$ cat src/hw/rtl/mfsv_pkg.sv
// Shared constants, control word layout and microcode table of the meter frame search.
package mfsv_pkg;

    // Default sizes
    localparam int BufferDepthDef = 256;
    localparam int MaxDataLenDef  = 200;

    // Frame format constants
    localparam logic [7:0] FrameHead   = 8'h68;
    localparam logic [7:0] FrameTail   = 8'h16;
    localparam logic [7:0] AddrWild    = 8'hAA;
    localparam logic [7:0] FrameFixed  = 8'd12;
    localparam int         CtrlDirBit  = 7;

    // Width of the checksum loop index (data length + 10 at most)
    localparam int IdxW = 9;

    // Microcode steps
    typedef enum logic [4:0] {
        ST_IDLE,
        ST_CAND,
        ST_HEAD0,
        ST_HEAD1,
        ST_CTRL,
        ST_LEN,
        ST_SUM,
        ST_CSUM,
        ST_TAIL,
        ST_ADR0,
        ST_ADR1,
        ST_ADR2,
        ST_ADR3,
        ST_ADR4,
        ST_ADR5,
        ST_NEXT,
        ST_HIT,
        ST_MISS
    } step_t;

    // Condition selected by a control word
    typedef enum logic [3:0] {
        TEST_TRUE,
        TEST_IN_LAST,
        TEST_FITS,
        TEST_HEAD,
        TEST_CTRL,
        TEST_LEN,
        TEST_MORE,
        TEST_CSUM,
        TEST_TAIL,
        TEST_ADDR,
        TEST_OUT_FREE
    } test_t;

    // Read address source: start plus constant, or start plus loop index plus one
    typedef enum logic {
        ADDR_CONST,
        ADDR_IDX
    } addr_sel_t;

    typedef struct packed {
        step_t     pass_step;
        step_t     fail_step;
        test_t     test;
        addr_sel_t addr_sel;
        logic [3:0] offset;
        logic [2:0] abyte;
        logic      in_rdy;
        logic      s_clr;
        logic      s_inc;
        logic      acc_clr;
        logic      acc_add;
        logic      dlen_ld;
        logic      commit;
        logic      hit;
    } ctrl_t;

    function automatic ctrl_t uword(input step_t pass_step, input step_t fail_step,
                                    input test_t test, input addr_sel_t addr_sel,
                                    input logic [3:0] offset, input logic [2:0] abyte);
        ctrl_t w;
        w = '0;
        w.pass_step = pass_step;
        w.fail_step = fail_step;
        w.test      = test;
        w.addr_sel  = addr_sel;
        w.offset    = offset;
        w.abyte     = abyte;
        return w;
    endfunction

    // Microcode table. Each step tests the byte read by the previous step
    // and issues the read for the next one.
    function automatic ctrl_t ucode_rom(input step_t step);
        ctrl_t w;
        w = uword(ST_IDLE, ST_IDLE, TEST_TRUE, ADDR_CONST, 4'd0, 3'd0);
        unique case (step)
            ST_IDLE: begin
                w = uword(ST_CAND, ST_IDLE, TEST_IN_LAST, ADDR_CONST, 4'd0, 3'd0);
                w.in_rdy = 1'b1;
                w.s_clr  = 1'b1;
            end
            ST_CAND:  w = uword(ST_HEAD0, ST_MISS, TEST_FITS, ADDR_CONST, 4'd0, 3'd0);
            ST_HEAD0: w = uword(ST_HEAD1, ST_NEXT, TEST_HEAD, ADDR_CONST, 4'd7, 3'd0);
            ST_HEAD1: w = uword(ST_CTRL,  ST_NEXT, TEST_HEAD, ADDR_CONST, 4'd8, 3'd0);
            ST_CTRL:  w = uword(ST_LEN,   ST_NEXT, TEST_CTRL, ADDR_CONST, 4'd9, 3'd0);
            ST_LEN: begin
                w = uword(ST_SUM, ST_NEXT, TEST_LEN, ADDR_CONST, 4'd0, 3'd0);
                w.acc_clr = 1'b1;
                w.dlen_ld = 1'b1;
            end
            ST_SUM: begin
                w = uword(ST_SUM, ST_CSUM, TEST_MORE, ADDR_IDX, 4'd0, 3'd0);
                w.acc_add = 1'b1;
            end
            ST_CSUM:  w = uword(ST_TAIL, ST_NEXT, TEST_CSUM, ADDR_IDX, 4'd0, 3'd0);
            ST_TAIL:  w = uword(ST_ADR0, ST_NEXT, TEST_TAIL, ADDR_CONST, 4'd1, 3'd0);
            ST_ADR0:  w = uword(ST_ADR1, ST_NEXT, TEST_ADDR, ADDR_CONST, 4'd2, 3'd0);
            ST_ADR1:  w = uword(ST_ADR2, ST_NEXT, TEST_ADDR, ADDR_CONST, 4'd3, 3'd1);
            ST_ADR2:  w = uword(ST_ADR3, ST_NEXT, TEST_ADDR, ADDR_CONST, 4'd4, 3'd2);
            ST_ADR3:  w = uword(ST_ADR4, ST_NEXT, TEST_ADDR, ADDR_CONST, 4'd5, 3'd3);
            ST_ADR4:  w = uword(ST_ADR5, ST_NEXT, TEST_ADDR, ADDR_CONST, 4'd6, 3'd4);
            ST_ADR5:  w = uword(ST_HIT,  ST_NEXT, TEST_ADDR, ADDR_CONST, 4'd0, 3'd5);
            ST_NEXT: begin
                w = uword(ST_CAND, ST_CAND, TEST_TRUE, ADDR_CONST, 4'd0, 3'd0);
                w.s_inc = 1'b1;
            end
            ST_HIT: begin
                w = uword(ST_IDLE, ST_HIT, TEST_OUT_FREE, ADDR_CONST, 4'd0, 3'd0);
                w.commit = 1'b1;
                w.hit    = 1'b1;
            end
            ST_MISS: begin
                w = uword(ST_IDLE, ST_MISS, TEST_OUT_FREE, ADDR_CONST, 4'd0, 3'd0);
                w.commit = 1'b1;
            end
            default: w = uword(ST_IDLE, ST_IDLE, TEST_TRUE, ADDR_CONST, 4'd0, 3'd0);
        endcase
        return w;
    endfunction

endpackage

$ cat src/hw/rtl/mfsv_store.sv
// Byte buffer: one write port, one read port with registered read data.
module mfsv_store #(
    parameter int BUFFER_DEPTH = mfsv_pkg::BufferDepthDef
) (
    input  logic                            aclk,
    input  logic                            wr_en,
    input  logic [$clog2(BUFFER_DEPTH)-1:0] wr_addr,
    input  logic [7:0]                      wr_data,
    input  logic [$clog2(BUFFER_DEPTH)-1:0] rd_addr,
    output logic [7:0]                      rd_data
);

    logic [7:0] mem [BUFFER_DEPTH];
    logic [7:0] rd_data_reg;

    // Write port
    always_ff @(posedge aclk) begin
        if (wr_en) begin
            mem[wr_addr] <= wr_data;
        end
    end

    // Registered read port
    always_ff @(posedge aclk) begin
        rd_data_reg <= mem[rd_addr];
    end

    assign rd_data = rd_data_reg;

endmodule

$ cat src/hw/rtl/mfsv_sequencer.sv
// Step counter and microcode lookup; branches on the datapath condition.
module mfsv_sequencer (
    input  logic            aclk,
    input  logic            aresetn,
    input  logic            cond,
    output mfsv_pkg::ctrl_t ctrl
);

    mfsv_pkg::step_t step_reg;
    mfsv_pkg::step_t step_next;

    // Current control word
    always_comb begin
        ctrl = mfsv_pkg::ucode_rom(step_reg);
    end

    // Two-way branch per step
    always_comb begin
        step_next = cond ? ctrl.pass_step : ctrl.fail_step;
    end

    always_ff @(posedge aclk) begin
        if (!aresetn) begin
            step_reg <= mfsv_pkg::ST_IDLE;
        end else begin
            step_reg <= step_next;
        end
    end

endmodule

$ cat src/hw/rtl/mfsv_datapath.sv
// Datapath: fill count, scan start, checksum accumulator, tests and result register.
module mfsv_datapath #(
    parameter int BUFFER_DEPTH = mfsv_pkg::BufferDepthDef,
    parameter int MAX_DATA_LEN = mfsv_pkg::MaxDataLenDef
) (
    input  logic                            aclk,
    input  logic                            aresetn,
    input  mfsv_pkg::ctrl_t                 ctrl,
    output logic                            cond,
    // input channel
    input  logic                            s_valid,
    output logic                            s_ready,
    input  logic [7:0]                      s_data_byte,
    input  logic                            s_last_byte,
    // result channel
    output logic                            m_valid,
    input  logic                            m_ready,
    output logic                            m_found,
    output logic [7:0]                      m_frame_start,
    output logic [7:0]                      m_frame_length,
    // configuration
    input  logic                            cfg_wr_en,
    input  logic [47:0]                     cfg_wr_data,
    // buffer ports
    output logic                            wr_en,
    output logic [$clog2(BUFFER_DEPTH)-1:0] wr_addr,
    output logic [$clog2(BUFFER_DEPTH)-1:0] rd_addr,
    input  logic [7:0]                      rd_data
);

    localparam int AW = $clog2(BUFFER_DEPTH);
    localparam int CW = $clog2(BUFFER_DEPTH + 1);
    localparam int XW = CW + 10;
    localparam int IW = mfsv_pkg::IdxW;

    logic [47:0]   slave_address_reg;
    logic [CW-1:0] fill_reg;
    logic [CW-1:0] s_reg;
    logic [IW-1:0] i_reg;
    logic [7:0]    sum_reg;
    logic [7:0]    dlen_reg;
    logic          m_valid_reg;
    logic          found_reg;
    logic [7:0]    start_reg;
    logic [7:0]    length_reg;

    logic          in_xfer;
    logic          out_free;
    logic          commit;
    logic [XW-1:0] s_wide;
    logic [XW-1:0] fill_wide;
    logic [XW-1:0] addr_wide;
    logic [IW:0]   idx_inc;
    logic [IW:0]   sum_end;
    logic [7:0]    want;
    logic [8:0]    len_total;

    assign s_ready  = ctrl.in_rdy;
    assign in_xfer  = s_valid && ctrl.in_rdy;
    assign out_free = !m_valid_reg || m_ready;
    assign commit   = ctrl.commit && out_free;

    assign s_wide    = XW'(s_reg);
    assign fill_wide = XW'(fill_reg);
    assign idx_inc   = {1'b0, i_reg} + (IW+1)'(1);
    assign sum_end   = (IW+1)'(dlen_reg) + (IW+1)'(10);
    assign want      = slave_address_reg[{ctrl.abyte, 3'b000} +: 8];
    assign len_total = {1'b0, dlen_reg} + {1'b0, mfsv_pkg::FrameFixed};

    // Buffer write on every transfer while there is room
    assign wr_en   = in_xfer && (fill_reg < CW'(BUFFER_DEPTH));
    assign wr_addr = fill_reg[AW-1:0];

    // Read address for the byte tested in the next step
    always_comb begin
        case (ctrl.addr_sel)
            mfsv_pkg::ADDR_IDX: addr_wide = s_wide + XW'(idx_inc);
            default:            addr_wide = s_wide + XW'(ctrl.offset);
        endcase
    end
    assign rd_addr = addr_wide[AW-1:0];

    // Condition decoder
    always_comb begin
        unique case (ctrl.test)
            mfsv_pkg::TEST_TRUE:     cond = 1'b1;
            mfsv_pkg::TEST_IN_LAST:  cond = in_xfer && s_last_byte;
            mfsv_pkg::TEST_FITS:
                cond = (s_wide + XW'(mfsv_pkg::FrameFixed)) <= fill_wide;
            mfsv_pkg::TEST_HEAD:     cond = rd_data == mfsv_pkg::FrameHead;
            mfsv_pkg::TEST_CTRL:     cond = rd_data[mfsv_pkg::CtrlDirBit];
            mfsv_pkg::TEST_LEN:
                cond = (rd_data <= 8'(MAX_DATA_LEN))
                    && ((s_wide + XW'(rd_data) + XW'(mfsv_pkg::FrameFixed)) <= fill_wide);
            mfsv_pkg::TEST_MORE:     cond = idx_inc < sum_end;
            mfsv_pkg::TEST_CSUM:     cond = rd_data == sum_reg;
            mfsv_pkg::TEST_TAIL:     cond = rd_data == mfsv_pkg::FrameTail;
            mfsv_pkg::TEST_ADDR:
                cond = (want == 8'h00) || (want == mfsv_pkg::AddrWild) || (rd_data == want);
            mfsv_pkg::TEST_OUT_FREE: cond = out_free;
            default:                 cond = 1'b0;
        endcase
    end

    // Configuration register
    always_ff @(posedge aclk) begin
        if (!aresetn) begin
            slave_address_reg <= '0;
        end else if (cfg_wr_en) begin
            slave_address_reg <= cfg_wr_data;
        end
    end

    // Fill count: grows on stored bytes, cleared when the result is issued
    always_ff @(posedge aclk) begin
        if (!aresetn) begin
            fill_reg <= '0;
        end else if (commit) begin
            fill_reg <= '0;
        end else if (wr_en) begin
            fill_reg <= fill_reg + CW'(1);
        end
    end

    // Scan start
    always_ff @(posedge aclk) begin
        if (!aresetn) begin
            s_reg <= '0;
        end else if (ctrl.s_clr) begin
            s_reg <= '0;
        end else if (ctrl.s_inc) begin
            s_reg <= s_reg + CW'(1);
        end
    end

    // Checksum loop: index, running sum and data length
    always_ff @(posedge aclk) begin
        if (ctrl.acc_clr) begin
            i_reg   <= '0;
            sum_reg <= '0;
        end else if (ctrl.acc_add) begin
            i_reg   <= idx_inc[IW-1:0];
            sum_reg <= sum_reg + rd_data;
        end
        if (ctrl.dlen_ld) begin
            dlen_reg <= rd_data;
        end
    end

    // Result register, free again once taken
    always_ff @(posedge aclk) begin
        if (!aresetn) begin
            m_valid_reg <= 1'b0;
        end else if (commit) begin
            m_valid_reg <= 1'b1;
        end else if (m_ready) begin
            m_valid_reg <= 1'b0;
        end
    end

    always_ff @(posedge aclk) begin
        if (commit) begin
            found_reg  <= ctrl.hit;
            start_reg  <= ctrl.hit ? s_wide[7:0] : 8'h00;
            length_reg <= ctrl.hit ? len_total[7:0] : 8'h00;
        end
    end

    assign m_valid        = m_valid_reg;
    assign m_found        = found_reg;
    assign m_frame_start  = start_reg;
    assign m_frame_length = length_reg;

endmodule

$ cat src/hw/rtl/meter_frame_search_validate.sv
// Top level of the meter frame search: buffer, microcode sequencer and datapath.
//
//  channel  | handshake               | payload
//  ---------+-------------------------+-------------------------------------------
//  input    | s_valid / s_ready       | s_data_byte[7:0], s_last_byte
//  result   | m_valid / m_ready       | m_found, m_frame_start[7:0], m_frame_length[7:0]
//  config   | cfg_wr_en (no wait)     | cfg_wr_data[47:0] = slave_address
//
//  Bytes load one per cycle while the sequencer idles; a transfer with s_last_byte
//  starts the scan. A candidate start that fails the first head check passes through
//  ST_CAND, ST_HEAD0 and ST_NEXT only; one that passes runs through every check; the scan
//  is one byte-buffer read per cycle on a single read port.
//  The result sits in an output register; input stalls only during the scan and
//  while an earlier result still blocks the new one. Reset (aresetn, synchronous,
//  active low) clears the fill count, the sequencer and the address register.
module meter_frame_search_validate #(
    parameter int BUFFER_DEPTH = mfsv_pkg::BufferDepthDef,
    parameter int MAX_DATA_LEN = mfsv_pkg::MaxDataLenDef
) (
    input  logic        aclk,
    input  logic        aresetn,
    input  logic        s_valid,
    output logic        s_ready,
    input  logic [7:0]  s_data_byte,
    input  logic        s_last_byte,
    output logic        m_valid,
    input  logic        m_ready,
    output logic        m_found,
    output logic [7:0]  m_frame_start,
    output logic [7:0]  m_frame_length,
    input  logic        cfg_wr_en,
    input  logic [47:0] cfg_wr_data
);

    localparam int AW = $clog2(BUFFER_DEPTH);

    mfsv_pkg::ctrl_t ctrl;
    logic            cond;
    logic            wr_en;
    logic [AW-1:0]   wr_addr;
    logic [AW-1:0]   rd_addr;
    logic [7:0]      rd_data;

    // Program sequencer
    mfsv_sequencer u_seq (
        .aclk    (aclk),
        .aresetn (aresetn),
        .cond    (cond),
        .ctrl    (ctrl)
    );

    // Byte buffer
    mfsv_store #(
        .BUFFER_DEPTH (BUFFER_DEPTH)
    ) u_store (
        .aclk    (aclk),
        .wr_en   (wr_en),
        .wr_addr (wr_addr),
        .wr_data (s_data_byte),
        .rd_addr (rd_addr),
        .rd_data (rd_data)
    );

    // Datapath and result register
    mfsv_datapath #(
        .BUFFER_DEPTH (BUFFER_DEPTH),
        .MAX_DATA_LEN (MAX_DATA_LEN)
    ) u_dp (
        .aclk           (aclk),
        .aresetn        (aresetn),
        .ctrl           (ctrl),
        .cond           (cond),
        .s_valid        (s_valid),
        .s_ready        (s_ready),
        .s_data_byte    (s_data_byte),
        .s_last_byte    (s_last_byte),
        .m_valid        (m_valid),
        .m_ready        (m_ready),
        .m_found        (m_found),
        .m_frame_start  (m_frame_start),
        .m_frame_length (m_frame_length),
        .cfg_wr_en      (cfg_wr_en),
        .cfg_wr_data    (cfg_wr_data),
        .wr_en          (wr_en),
        .wr_addr        (wr_addr),
        .rd_addr        (rd_addr),
        .rd_data        (rd_data)
    );

endmodule
$ cat config.mk
export PLATFORM = sky130hd
export DESIGN_NAME = meter_frame_search_validate
export DESIGN_NICKNAME = d
export VERILOG_FILES = /design/src/hw/rtl/mfsv_pkg.sv /design/src/hw/rtl/mfsv_store.sv /design/src/hw/rtl/mfsv_sequencer.sv /design/src/hw/rtl/mfsv_datapath.sv /design/src/hw/rtl/meter_frame_search_validate.sv
export SDC_FILE = /design/constraint.sdc
export NUM_CORES = 2
export LEC_CHECK = 0
export ABC_AREA = 1
export BUFFER_PORTS_ARGS = -buffer_cell sky130_fd_sc_hd__buf_2
export CORE_ASPECT_RATIO = 2
export CORE_MARGIN = 3
export CORE_UTILIZATION = 40
export CTS_CLUSTER_SIZE = 24
export DETAILED_ROUTE_END_ITERATION = 16
export PLACE_DENSITY = 0.63
export SYNTH_ARGS = -nofsm -noshare
export SYNTH_HDL_FRONTEND = slang
export SYNTH_HIERARCHICAL = 1
export SYNTH_SLANG_ARGS = --single-unit
$ cat constraint.sdc
create_clock -name aclk -period 11.7 [get_ports aclk]
set_input_delay 1.17 -clock aclk [delete_from_list [all_inputs] [get_ports aclk]]
set_output_delay 1.17 -clock aclk [all_outputs]
set_load 0.05 [all_outputs]
After elaboration in Yosys (flattened, before gate mapping)
Memory sizes are Yosys's and may differ from the RTL's. A register that Yosys moved wholly into a read port is not among the register bits.
Index checks and enable logic that the tools add are counted.
Widths: inputs -> output; s select.
{"block": "totals", "register_bits": 109, "latch_bits": 0, "mem_bits_rw": 2048, "romBits": 960, "input_bits": 62, "out_inout_bits": 19, "word_cells": 67, "n_memories": 2}
{"block": "classes", "n_addsub": 11, "n_mul": 0, "div_mod_pow": 0, "magnitude_cmp": 5, "eq_ne": 15, "shifts": 1, "n_mux": 8, "bitwise": 1, "reduce_logical": 14}
{"memory": "u_store.mem", "depth": 256, "word_bits": 8, "rd": 1, "rd_ports_with_merged_regs": 1, "wr": 1, "line_no": "mfsv_store.sv:13", "rtl": "logic [7:0] mem [BUFFER_DEPTH];"}
{"memory": "(name not given)", "depth": 32, "word_bits": 30, "rd": 1, "rd_ports_with_merged_regs": 1, "wr": 0, "line_no": "mfsv_pkg.sv:97", "rtl": "unique case (step)"}
{"cell": "$shiftx 48x7->8", "n": 1}
{"cell": "$le 19x9->1", "n": 2}
{"cell": "$add 19x4->19 const B", "n": 1}
{"cell": "$add 9x1->9 const B", "n": 2}
{"cell": "$add 8x8->8", "n": 2}
{"cell": "$eq 4x3->1 const B", "n": 4}
{"cell": "$eq 8x8->1", "n": 2}
{"cell": "$eq 4x4->1 const B", "n": 3}
{"cell": "$pmux 1 s11", "n": 1}
{"cell": "$add 9x1->10 const B", "n": 1}
{"cell": "$add 9x4->10 const B", "n": 1}
{"cell": "$add 9x8->10", "n": 1}
{"cell": "$lt 10x9->1", "n": 1}
{"cell": "$mux 5", "n": 2}
{"cell": "$add 8x4->9 const B", "n": 1}
{"cell": "$lt 9x9->1 const B", "n": 1}
{"cell": "$add 8x4->8", "n": 1}
{"cell": "$add 8x4->8 const B", "n": 1}
{"cell": "$eq 4x2->1 const B", "n": 2}
{"cell": "$eq 8x5->1 const B", "n": 1}
{"cell": "$eq 8x7->1 const B", "n": 1}
{"cell": "$eq 8x8->1 const B", "n": 1}
{"cell": "$le 8x8->1 const B", "n": 1}
{"cell": "$logic_not 8->1", "n": 1}
{"cell": "other kinds (10)", "n": 20}

Logic depth before layout (Yosys ltp)
{"block": "depth", "depth_word": 7, "ltp_mapped": 31, "mapped_depth_nobuf": 31}

By module
The synthesis kept the hierarchy.
{"mod": "mfsv_store", "instances": 1, "cells_per_inst": 7003, "area_per_inst_um2": 83396.2, "seq_area_each_um2": 61659.1}
{"mod": "mfsv_datapath", "instances": 1, "cells_per_inst": 1000, "area_per_inst_um2": 7141.8, "seq_area_each_um2": 2432.3}
{"mod": "mfsv_sequencer", "instances": 1, "cells_per_inst": 148, "area_per_inst_um2": 1196.1, "seq_area_each_um2": 540.5}

Least setup slack after synthesis
OpenSTA, ideal clock, no wires.
{"block": "synth_path", "path_type": "register to register", "startpoint": "reg u_dp.s_reg[3]", "endpoint": "reg u_seq/ctrl[26] (netlist name)", "t_arrival_ps": 3873, "slack_ps": 7757, "path_stages_with_launch": 29, "n_path_buf": 0, "cell_sequence": "dfxtp_1 inv_1 ha_1 inv_1 ha_1 nand3_1 nand3_1 nand2_1 nand2_1 nand2_1 nand2_1 xor2_1 inv_1 ha_1 nand2_1 o21a_1 nand2_1 nand2_1 nand2_1 a21oi_1 nor2_1 nand3_2 inv_2 nand2_1 nand3_1 inv_1 ha_1 or2_1 a21oi_1"}
{"block": "synth_between", "elab_chain_len": 7, "elab_cells_between_ends": 9, "classes_between": "add/sub (3); order compare (2); mux (3); reduce/logical (1)"}
{"element": "start: declaration", "line_no": "mfsv_datapath.sv:38", "rtl": "logic [CW-1:0] s_reg;"}
{"element": "start signal: assignment", "line_no": "mfsv_datapath.sv:132", "rtl": "s_reg <= s_reg + CW'(1);"}
{"element": "$add 9x8->10", "line_no": "mfsv_datapath.sv:94", "rtl": "&& ((s_wide + XW'(rd_data) + XW'(mfsv_pkg::FrameFixed)) <= fill_wide);"}
{"element": "$add 19x4->19", "line_no": "mfsv_datapath.sv:94"}
{"element": "$le 19x9->1", "line_no": "mfsv_datapath.sv:94"}
{"element": "$logic_and 1x1->1", "line_no": "mfsv_datapath.sv:94"}
{"element": "$pmux 1 s11 (*)", "line_no": "mfsv_datapath.sv:85", "rtl": "unique case (ctrl.test)"}
{"element": "via cond", "line_no": "meter_frame_search_validate.sv:38", "rtl": "logic cond;"}
{"element": "$mux 5 (*)", "line_no": "mfsv_sequencer.sv:19", "rtl": "step_next = cond ? ctrl.pass_step : ctrl.fail_step;"}
{"element": "$mux 5 (no line) (*)"}
Mark *: on every way through the listed nets, which the timed path passes. The rest lies on a longest branch.
A chain may end at the register's enable or synchronous reset.

Final worst setup path
{"block": "layout_path", "startpoint": "reg u_seq/ctrl[15] (netlist name)", "endpoint": "reg u_store.rd_data_reg[4], in the netlist u_store/rd_data[4], read port of u_store.mem"}
{"block": "layout_between", "elab_chain_len": 1}
{"element": "$mux 8", "line_no": "mfsv_datapath.sv:76", "rtl": "case (ctrl.addr_sel)"}
{"element": "via rd_addr[0]", "line_no": "meter_frame_search_validate.sv:41", "rtl": "logic [AW-1:0] rd_addr;"}
{"element": "end: declaration", "line_no": "mfsv_store.sv:14", "rtl": "logic [7:0] rd_data_reg;"}
The timed path passes the listed nets, and every way through them passes these cells.

==> results.sh <==
export IMPL_status="complete, no violations"
export IMPL_hold_viol=0
export IMPL_cp_buffers_inverters=4
export IMPL_ant_nets=0
export IMPL_clock_sinks=2192
export IMPL_cp_slowest_stage_delay_ns=0.98
export IMPL_drive_above_1_share=0.0562
export IMPL_clock_latency_ns=0.83
export IMPL_setup_viol=0
export IMPL_slew_violations=0
export IMPL_max_freq_ghz=0.168
export IMPL_dieWidth_microns=345
export IMPL_p_per_area_mw_per_mm2=214
export IMPL_end_kind="flop"
export IMPL_power_frac_comb=0.309
export IMPL_dp_hpwl_microns=159000
export IMPL_drcViolationCount=0
export IMPL_crit_type="flop to flop"
export IMPL_grt_usage=0.219
export IMPL_fin_area_sq_mm=0.0997
export IMPL_top_layer="met5"
export IMPL_grt_setup_unrepaired="false"
export IMPL_viasPerCell=5.54
export IMPL_grt_pass1_wl_microns=387000
export IMPL_crit_family="buffers and inverters"
export IMPL_firstDrtPassIters=6
export IMPL_core_sq_mm=0.228
export IMPL_cts_buffers=181
export IMPL_largest_reg_flops=2048
export IMPL_period_minus_slack_ns=5.94
export IMPL_power_frac_clock=0.279
export IMPL_crit_fanout=98
export IMPL_switching_share=0.361
export IMPL_p_sw_mw=7.71
export IMPL_met1Wirelength_microns=87500
export IMPL_grt_overflow=0
export IMPL_port_buffer_count=80
export IMPL_h_tree_depth=4
export IMPL_wl_met3_microns=15000
export IMPL_worst_hold_path_type="flop to flop"
export IMPL_cts_tree="built"
export IMPL_grt_pass1_vias=60400
export IMPL_synth_cells=8150
export IMPL_startpoint_type="flop"
export IMPL_syn_num_nets=8287
export IMPL_path_clk_slew_ns=0.07
export IMPL_seq_power_share=0.412
export IMPL_dpl_cell_area_sq_mm=0.0941
export IMPL_slew_headroom=0.128
export IMPL_nFillCells=20800
export IMPL_p_int_mw=13.6
export IMPL_ys_warn_count=6
export IMPL_grt_start_max_net_pins=215
export IMPL_ctsHoldBuffers=0
export IMPL_drt_initial_drc_count=5375
export IMPL_drv_cap=0
export IMPL_pin_count=81
export IMPL_die_area_sq_mm=0.235
export IMPL_crit_path_top_delay_cell="buf_4"
export IMPL_grt_antenna_before_repair=11
export IMPL_peakVddDrop_uv=340
export IMPL_vias=61500
export IMPL_fin_tns_setup_ns=0
export IMPL_syn_cell_area_sq_mm=0.0917
export IMPL_post_cts_setup_buffer_count=0
export IMPL_critPathRequiredTime_ns=12.46
export IMPL_nets=8105
export IMPL_arrival_ns=6.70
export IMPL_cts_resized_gates=0
export IMPL_clock_skew_ns=0.0374
export IMPL_cp_common_cell="nand3_1"
export IMPL_cts_buffer_depth=4
export IMPL_start_util=0.402
export IMPL_leakage_nw=34.9
export IMPL_syn2layout_area_growth_pct=8.72
export IMPL_tightest_slew_ns=1.31
export IMPL_cp_cell_sequence="clkinv_1 > nand2_1 > o21ai_0 > ha_4 > buf_4 > buf_4 > buf_4 > nand2_1 > nand3_1 > nand3_1 > nand3_1 > nand3_1 > nand3_1 > nand3_1 > nand2_1 > nand2_1 > nand2_1"
export IMPL_place_gp_congestion=0.946
export IMPL_clockRootBuffer="clkbuf_16"
export IMPL_wl_met2_microns=140000
export IMPL_fp_row_count=248
export IMPL_avgSynthCellArea_sq_um=11.3
export IMPL_drt_total_wl_microns=264000
export IMPL_post_route_period_util=0.508
export IMPL_wl_per_cell_microns=23.7
export IMPL_die_h_microns=683
## per-stage QoR
stage / hold WS (ns) / worst slack (ns) / total power [mW] / util / instances
floorplan: 0.434 / 7.76 / 13.4 / - / 8150
global placement: 0.442 / 6.04 / 15.4 / 0.413 / 10800
detailed placement: 0.453 / 6.00 / 15.5 / 0.413 / 10800
CTS: 0.462 / 5.99 / 21.4 / 0.437 / 11100
global route: 0.472 / 5.41 / 22.3 / 0.437 / 11100
finish: 0.457 / 5.76 / 21.3 / 0.437 / 11100
## placed cells by master, fill, tap and decap left out, drive strengths merged, types with 2 or more instances in the layout
cell,instances
nor3b,2
fa,3
o21ai,95
ha,72
nand2,2371
o211ai,10
a31oi,2
xor2,30
nand4,8
o21a,5
nor2,402
edfxtp,2073
clkinv,73
bufinv,14
nand3,2089
nor4,2
xnor2,6
or2,6
clkbuf,212
buf,160
o21bai,3
dfxtp,119
a21oi,96
clkinvlp,6
inv,216
diode,11
nor3,12
## final timing paths
path | start | depth (start not counted) | slack (ns) | end
min | u_dp/slave_address_reg[23]$_SDFFE_PN0P_ | 2 | 0.46 | u_dp/slave_address_reg[23]$_SDFFE_PN0P_
min reg2reg | u_dp/slave_address_reg[23]$_SDFFE_PN0P_ | 2 | 0.46 | u_dp/slave_address_reg[23]$_SDFFE_PN0P_
max | u_seq/ctrl[15]$_SDFF_PP0_ | 17 | 5.76 | u_store/rd_data[4]$_DFF_P_
max reg2reg | u_seq/ctrl[15]$_SDFF_PP0_ | 17 | 5.76 | u_store/rd_data[4]$_DFF_P_
## power groups by stage
stage | Clock [mW] | Sequential (mW) | Combinational [mW]
floorplan | 0 | 8.95 | 4.43
global placement | 0 | 8.97 | 6.45
detailed placement | 0 | 8.97 | 6.51
CTS | 6.05 | 8.80 | 6.53
global route | 6.31 | 8.80 | 7.18
finish | 5.94 | 8.80 | 6.60
## tightest hold or removal path, cell delays in order (launching register included)
cell and delay (ns):
dfxtp_1 0.30, inv_1 0.06, a21oi_1 0.06
## per-layer routing
metal	up-vias	global-route usage
met1	30100	0.228
met3	745	0.0274
met2	2509	0.399
met5	-	0
li1	28100	-
met4	4	0.161
## layout make-up
class	instances	area, sq um	share of cell area
Tap cell	3000	3750	0.0376
Multi-Input combinational cell	5220	23700	0.237
Clock buffer	212	4740	0.0475
Inverter	213	836	0.00838
Sequential cell	2192	64600	0.648
Timing Repair Buffer	160	1220	0.0122
Clock inverter	96	836	0.00838
Antenna cell	11	27.5	0.000276
Note: power is estimated with default switching activity, not from simulation.
